### config.mk
export PLATFORM = sky130hd
export DESIGN_NAME = dal_ctrl
export DESIGN_NICKNAME = d
export VERILOG_FILES = /design/src/rtl/dal_pkg.sv /design/src/rtl/dal_ctrl.sv
export SDC_FILE = /design/constraint.sdc
export NUM_CORES = 1
export LEC_CHECK = 0
export ABC_AREA = 1
export CORE_AREA = 2 2 39 41
export CTS_CLUSTER_SIZE = 20
export DETAILED_ROUTE_END_ITERATION = 12
export DIE_AREA = 0 0 41 43
export DONT_BUFFER_PORTS = 1
export GPL_TIMING_DRIVEN = 0
export PLACE_DENSITY = 0.54
export SLEW_MARGIN = 20
export SYNTH_ARGS = -nofsm -noshare
export SYNTH_HDL_FRONTEND = slang
export SYNTH_SLANG_ARGS = --single-unit
### constraint.sdc
create_clock -name clk -period 1.9 [get_ports clk]
set_clock_uncertainty 0.05 [all_clocks]
set_input_delay 0.285 -clock clk [delete_from_list [all_inputs] [get_ports clk]]
set_output_delay 0.285 -clock clk [all_outputs]
set_load 0.02 [all_outputs]
### src/rtl/dal_pkg.sv
// ----------------------------------------------------------------------------
// dal_pkg
// Shared types and constants of the dashed anti-aliased line rasterizer.
// ----------------------------------------------------------------------------
package dal_pkg;

	// Default window size in pixels
	localparam int WinWidthDef  = 1536;
	localparam int WinHeightDef = 1170;

	// Dash mask after reset
	localparam logic [31:0] PatternReset = 32'hFFFF_FFFF;

	// Coverage: 0.5 plus radius 0.9 in Q.8, and full coverage
	localparam int AlphaBias = 358;
	localparam int AlphaOne  = 256;

	// Shared square root: 40-bit radicand, one result bit per step
	localparam int RadW      = 40;
	localparam int RootW     = RadW / 2 + 1;
	localparam int RootIter  = RadW / 2;
	// Divider: 50-bit dividend scaled by 2^14, 40 quotient bits
	localparam int NumW      = 50;
	localparam int DenW      = 25;
	localparam int QuoW      = 40;
	localparam int DivIter   = QuoW;

	typedef enum logic [3:0] {
		ST_IDLE,
		ST_BOX,
		ST_LSQ,
		ST_LGO,
		ST_LROOT,
		ST_DIFF,
		ST_PROD,
		ST_MPROD,
		ST_SEL,
		ST_DIV,
		ST_DROOT,
		ST_TROOT,
		ST_EMIT
	} dal_state_t;

	typedef enum logic [2:0] {
		ROOT_LEN,
		ROOT_PA,
		ROOT_PB,
		ROOT_QUO,
		ROOT_DASH
	} dal_root_src_t;

	typedef struct packed {
		logic          load_ep;
		logic          build_box;
		logic          len_sq;
		logic          len_done;
		logic          diff;
		logic          prod;
		logic          mprod;
		logic          div_start;
		logic          root_start;
		dal_root_src_t root_src;
		logic          dist_done;
		logic          dash_done;
		logic          emit;
	} dal_cmd_t;

	typedef struct packed {
		logic root_done;
		logic div_done;
		logic case_lo;
		logic case_hi;
		logic fin;
		logic out_free;
	} dal_status_t;

endpackage

### src/rtl/dal_ctrl.sv
// ----------------------------------------------------------------------------
// dal_ctrl
// Sequencer: line setup and the per-pixel steps through the shared units.
// ----------------------------------------------------------------------------
module dal_ctrl
	import dal_pkg::*;
(
	input  logic        clk,
	input  logic        arst_n,
	input  logic        in_valid,
	input  logic        in_type,
	output logic        in_ready,
	input  dal_status_t status,
	output dal_cmd_t    cmd
);

	dal_state_t state_q, state_d;
	logic       active_q;
	logic       acc;

	assign in_ready = (state_q == ST_IDLE);
	assign acc      = in_valid && in_ready;

	// State and line-active flag
	always_ff @(posedge clk or negedge arst_n) begin
		if (!arst_n) begin
			state_q  <= ST_IDLE;
			active_q <= 1'b0;
		end else begin
			state_q <= state_d;
			if (cmd.len_done)
				active_q <= 1'b1;
			else if (cmd.emit && status.fin)
				active_q <= 1'b0;
		end
	end

	// Next state
	always_comb begin
		state_d = state_q;
		case (state_q)
			ST_IDLE: begin
				if (acc && !in_type)
					state_d = ST_BOX;
				else if (acc && active_q)
					state_d = ST_DIFF;
			end
			ST_BOX:   state_d = ST_LSQ;
			ST_LSQ:   state_d = ST_LGO;
			ST_LGO:   state_d = ST_LROOT;
			ST_LROOT: if (status.root_done) state_d = ST_IDLE;
			ST_DIFF:  state_d = ST_PROD;
			ST_PROD:  state_d = ST_MPROD;
			ST_MPROD: state_d = ST_SEL;
			ST_SEL: begin
				if (status.case_lo || status.case_hi)
					state_d = ST_DROOT;
				else
					state_d = ST_DIV;
			end
			ST_DIV:   if (status.div_done) state_d = ST_DROOT;
			ST_DROOT: if (status.root_done) state_d = ST_TROOT;
			ST_TROOT: if (status.root_done) state_d = ST_EMIT;
			ST_EMIT:  if (status.out_free) state_d = ST_IDLE;
			default:  state_d = ST_IDLE;
		endcase
	end

	// Commands
	always_comb begin
		cmd = '0;
		cmd.root_src = ROOT_LEN;
		case (state_q)
			ST_IDLE:  cmd.load_ep = acc && !in_type;
			ST_BOX:   cmd.build_box = 1'b1;
			ST_LSQ:   cmd.len_sq = 1'b1;
			ST_LGO:   cmd.root_start = 1'b1;
			ST_LROOT: cmd.len_done = status.root_done;
			ST_DIFF:  cmd.diff = 1'b1;
			ST_PROD:  cmd.prod = 1'b1;
			ST_MPROD: cmd.mprod = 1'b1;
			ST_SEL: begin
				if (status.case_lo) begin
					cmd.root_start = 1'b1;
					cmd.root_src   = ROOT_PA;
				end else if (status.case_hi) begin
					cmd.root_start = 1'b1;
					cmd.root_src   = ROOT_PB;
				end else begin
					cmd.div_start = 1'b1;
				end
			end
			ST_DIV: begin
				cmd.root_start = status.div_done;
				cmd.root_src   = ROOT_QUO;
			end
			ST_DROOT: begin
				cmd.dist_done  = status.root_done;
				cmd.root_start = status.root_done;
				cmd.root_src   = ROOT_DASH;
			end
			ST_TROOT: cmd.dash_done = status.root_done;
			ST_EMIT:  cmd.emit = status.out_free;
			default:  cmd = '0;
		endcase
	end

	a_start_to_box: assert property (@(posedge clk) disable iff (!arst_n)
		(acc && !in_type) |=> (state_q == ST_BOX))
		else $error("start word did not enter line setup");

	a_last_ends_line: assert property (@(posedge clk) disable iff (!arst_n)
		(cmd.emit && status.fin) |=> !active_q)
		else $error("line still active after its final pixel");

	a_div_done_expected: assert property (@(posedge clk) disable iff (!arst_n)
		status.div_done |-> (state_q == ST_DIV))
		else $error("quotient arrived outside the divide step");

	a_root_done_expected: assert property (@(posedge clk) disable iff (!arst_n)
		status.root_done |-> (state_q == ST_LROOT || state_q == ST_DROOT ||
		                      state_q == ST_TROOT))
		else $error("square root finished outside a waiting step");

endmodule

; ---- Word-level counts from Yosys, hierarchy flattened
; Cells that the tools add are included.
[op_classes]
eq_ne = 18
n_mux = 28
n_reduce_logical = 9
[op_table]
columns = op, n
row1 = $pmux W4 S13, 1
row2 = $mux W4, 9
row3 = $eq A4 B4 Y1 const B, 5
row4 = $eq A4 B3 Y1 const B, 4
row5 = $mux W1, 15
row6 = $ne A2 B2 Y1 const B, 5
row7 = $pmux W3 S3, 1
row8 = $eq A4 B2 Y1 const B, 2
row9 = $reduce_and A6 Y1, 1
row10 = $eq A4 B1 Y1 const B, 1
row11 = $logic_and A1 B1 Y1, 4
row12 = $logic_not A4 Y1, 1
row13 = $pmux W1 S4, 1
row14 = $ne A3 B1 Y1 const B, 1
row15 = $mux W2, 1
row16 = $reduce_bool A2 Y1, 1
row17 = $logic_not A1 Y1, 1
row18 = $logic_or A1 B1 Y1, 1
[totals]
regBits = 5
in_bits = 10
out_inout_bits = 16
elab_cells = 57

; ---- Logic depth before layout (Yosys ltp)
[logic_depth]
ltp_word = 6
mapped_depth = 8
mapped_depth_nobuf = 8

; ---- Worst setup path before layout
; No wires, ideal clock.
[synth_timing]
kind = flip-flop to output port
start = reg state_q[1]
end = out cmd[6] (netlist name)
arrival_time_ns = 1.382
required_time_ns = 1.565
path_slack_ns = 0.183
path_stages_with_launch = 7
path_buffers = 0
cell_sequence = dfrtp_1 > inv_1 > nor2_1 > nand2_1 > nor2_1 > inv_1 > o2111ai_1
[synth_lines]
columns = element, line_no
row1 = from (decl), dal_ctrl.sv:17  ; dal_state_t state_q, state_d;
row2 = from (signal assigned), dal_ctrl.sv:30  ; state_q <= state_d;
row3 = to (decl), dal_ctrl.sv:14  ; output dal_cmd_t cmd

==> impl_metrics.tcl <==
set metrics [dict create \
    crit_buf_inv 2 \
    leakagePower_nw 0.413 \
    place_area_sq_um 591 \
    path_delay_family "simple AND/OR/NAND/NOR gates" \
    r2r_end "active_q" \
    synthesis.nets 112 \
    power_density_nw_per_um2 1760 \
    synth_seq_area_share 0.219 \
    r2r_cells 6 \
    seq_area_sq_um 129 \
    synthCells 102 \
    vdd_ir_drop_max_v 0.000886 \
    cts_max_path_buffers 2 \
    grt_overflow 0 \
    drive_gt1_frac 0.257 \
    post-route-util 0.525 \
    detail_route.wl_per_cell_um 12.5 \
    coreArea_sq_um 1380 \
    area_growth_pct 27.4 \
    gp_congestion 0.824 \
    mostFrequentLayoutCells "nand2_1, inv_1, nand3_1" \
    setup_viol 0 \
    crit_top_cell "nor2_4" \
    hold_viol_final 0 \
    endpoint_kind "output port" \
    status "finished clean" \
    die_h_um 43 \
    cts.sinks 5 \
    cts_buffers 3 \
    dp_hpwl_mm 1.22 \
    reg2reg_slack_ns 0.32 \
    routed_wl_mm 1.61 \
    netlist-cell-type-count 16 \
    vias 686 \
    design_area_sq_um 727 \
    fillers 171 \
    yosys-mux-area-fraction 0 \
    tns_ns 0 \
    dp.cells 118 \
    start_util 0.412 \
    chipWidth_um 41 \
    max_freq_ghz 0.544 \
    layout_commonest_cell "nand2_1" \
    slew_headroom 0.706 \
    yosys.area_share.simple 0.550 \
    grt_usage 0.201 \
    dr.pass1.iters 4 \
    final_cells 129 \
    synth_seq_cells 5 \
    multi_input_area_sq_um 407 \
    synth_fa_ha_area_frac 0 \
    p_total_mw 1.28 \
    cap_violations 0 \
    min_path_type "in -> reg" \
    synth_area_leaders "dfrtp_1, nand2_1, inv_1" \
    via_per_inst 5.32 \
    hold_path_depth 3 \
    r2r_start "state_q[0]" \
    io_buffers 0 \
    slew_viol_final 0 \
    yosys.area.top_type_share 0.219 \
    grt_pass1_vias 592 \
    worstPathCellList "nor2_4 -> inv_2 -> nor2_4 -> inv_1 -> nor2_4" \
    syn_area_sq_um 571 \
    dpl_worst_slack_ns -0.0297 \
    worst_path_largest_cell_delay_ns 0.47 \
    synth_top_area_cell "dfrtp_1" \
    worstPathArrival_ns 1.50 \
    grt_max_degree 9 \
    cp.depth 5 \
    clk_pin_slew_ns 0.04 \
    grt_pass1_wl_mm 2.47 \
    cts_tree "done" \
    clkLatencyLatePin_ns 0.24 \
    dieArea_sq_um 1760 \
    critical_path_required_ns 1.56 \
    setup_ws_ns 0.0622 \
    criticalPathCategory "reg -> out" \
    diodes 0 \
    final_nets 124 \
    synth_xor_area_frac 0 \
    holdWs_ns 0.218 \
    root_buffer "clkbuf_4" \
    ant_nets 0 \
    io_pins 26 \
    cpMaxStageDelayCell "dfrtp_2" \
    synth_top_family_by_area "simple AND/OR/NAND/NOR gates" \
    period_needed_ns 1.84 \
    crit_path_start_kind "flip-flop" \
    drc 0 \
    grt_antenna_before_repair 0 \
    htreeDepth 1 \
    rows 14 \
    synth_compound_area_frac 0.0724 \
    worst_slew_pin_slew_ns 0.443 \
    min_to "active_q" \
    path_max_fanout 8 \
    min_from "status[1]" \
    post-route-period-util 0.967 \
    drt_iter0_markers 10 \
    postSynthAreaPerCell_sq_um 5.59 \
    ys.warnings.count 0 \
]
[synthesized netlist by cell type (all sizes together)]
cell type	count
nand2	29
inv	24
nand3	16
nor2	16
dfrtp	5
nor3	3
o21ai	3
a21oi	2
nand4	2
o2111ai	1
o211ai	1
[final cells by class]
| class | instances | share of cell area |
|---|---|---|
| multi-input combinational | 73 | 0.559 |
| sequential | 5 | 0.177 |
| inverter | 24 | 0.124 |
| timing repair buffer | 7 | 0.0757 |
| clock buffer | 4 | 0.0361 |
| tap | 16 | 0.0275 |
[tightest hold or removal path: cells and delay by family]
family	cells	cell delay, ns
AO/OA/AOI/OAI	1	0.09
AND/OR/NAND/NOR	2	0.08
[cell families (layout without fill, tap and decap cells)]
group                  count (synthesis)  after routing
and+or+nand+nor                       66             66
AOI/OAI and AO/OA                      7              7
buffers and inverters                 24             35
DFF                                    5              5
[timing repair]
action,4_1_cts,5_1_grt
pin swaps,2,2
resized for setup,9,7
endpoints found under the hold margin,5,0
hold buffers,1,0
setup endpoints to repair,5,3
setup buffers,3,3
[power breakdown]
part | switching, mW | internal, mW | leakage [nW]
Clock | 0.0403 | 0.0792 | 0.0150
Combinational | 0.591 | 0.296 | 0.342
Sequential | 0.104 | 0.167 | 0.0559
[how the worst max path moves through the flow]
stage / startpoint / endpoint / slack, ns
floorplan: state_q[1] / cmd[6] / 0.18
global placement: state_q[1] / cmd[6] / -0.04
detailed placement: state_q[1] / cmd[6] / -0.03
CTS: state_q[3] / cmd[6] / -0.02
global route: state_q[0] / cmd[14] / -0.004
finish: state_q[0] / cmd[14] / 0.06
[flip-flops by register name, indices dropped and copies added, names as in the netlist]
register / cells
state_q: 4
active_q: 1
[metal layers]
layer / part of all wire / GRT usage / vias up
met3: 0.048 / 0.0471 / 0
li1: - / - / 342
met1: 0.44 / 0.279 / 319
met5: 0 / 0 / -
met4: 0 / 0.0400 / 0
met2: 0.51 / 0.309 / 25
No activity file was read; power rests on OpenSTA's default activity.
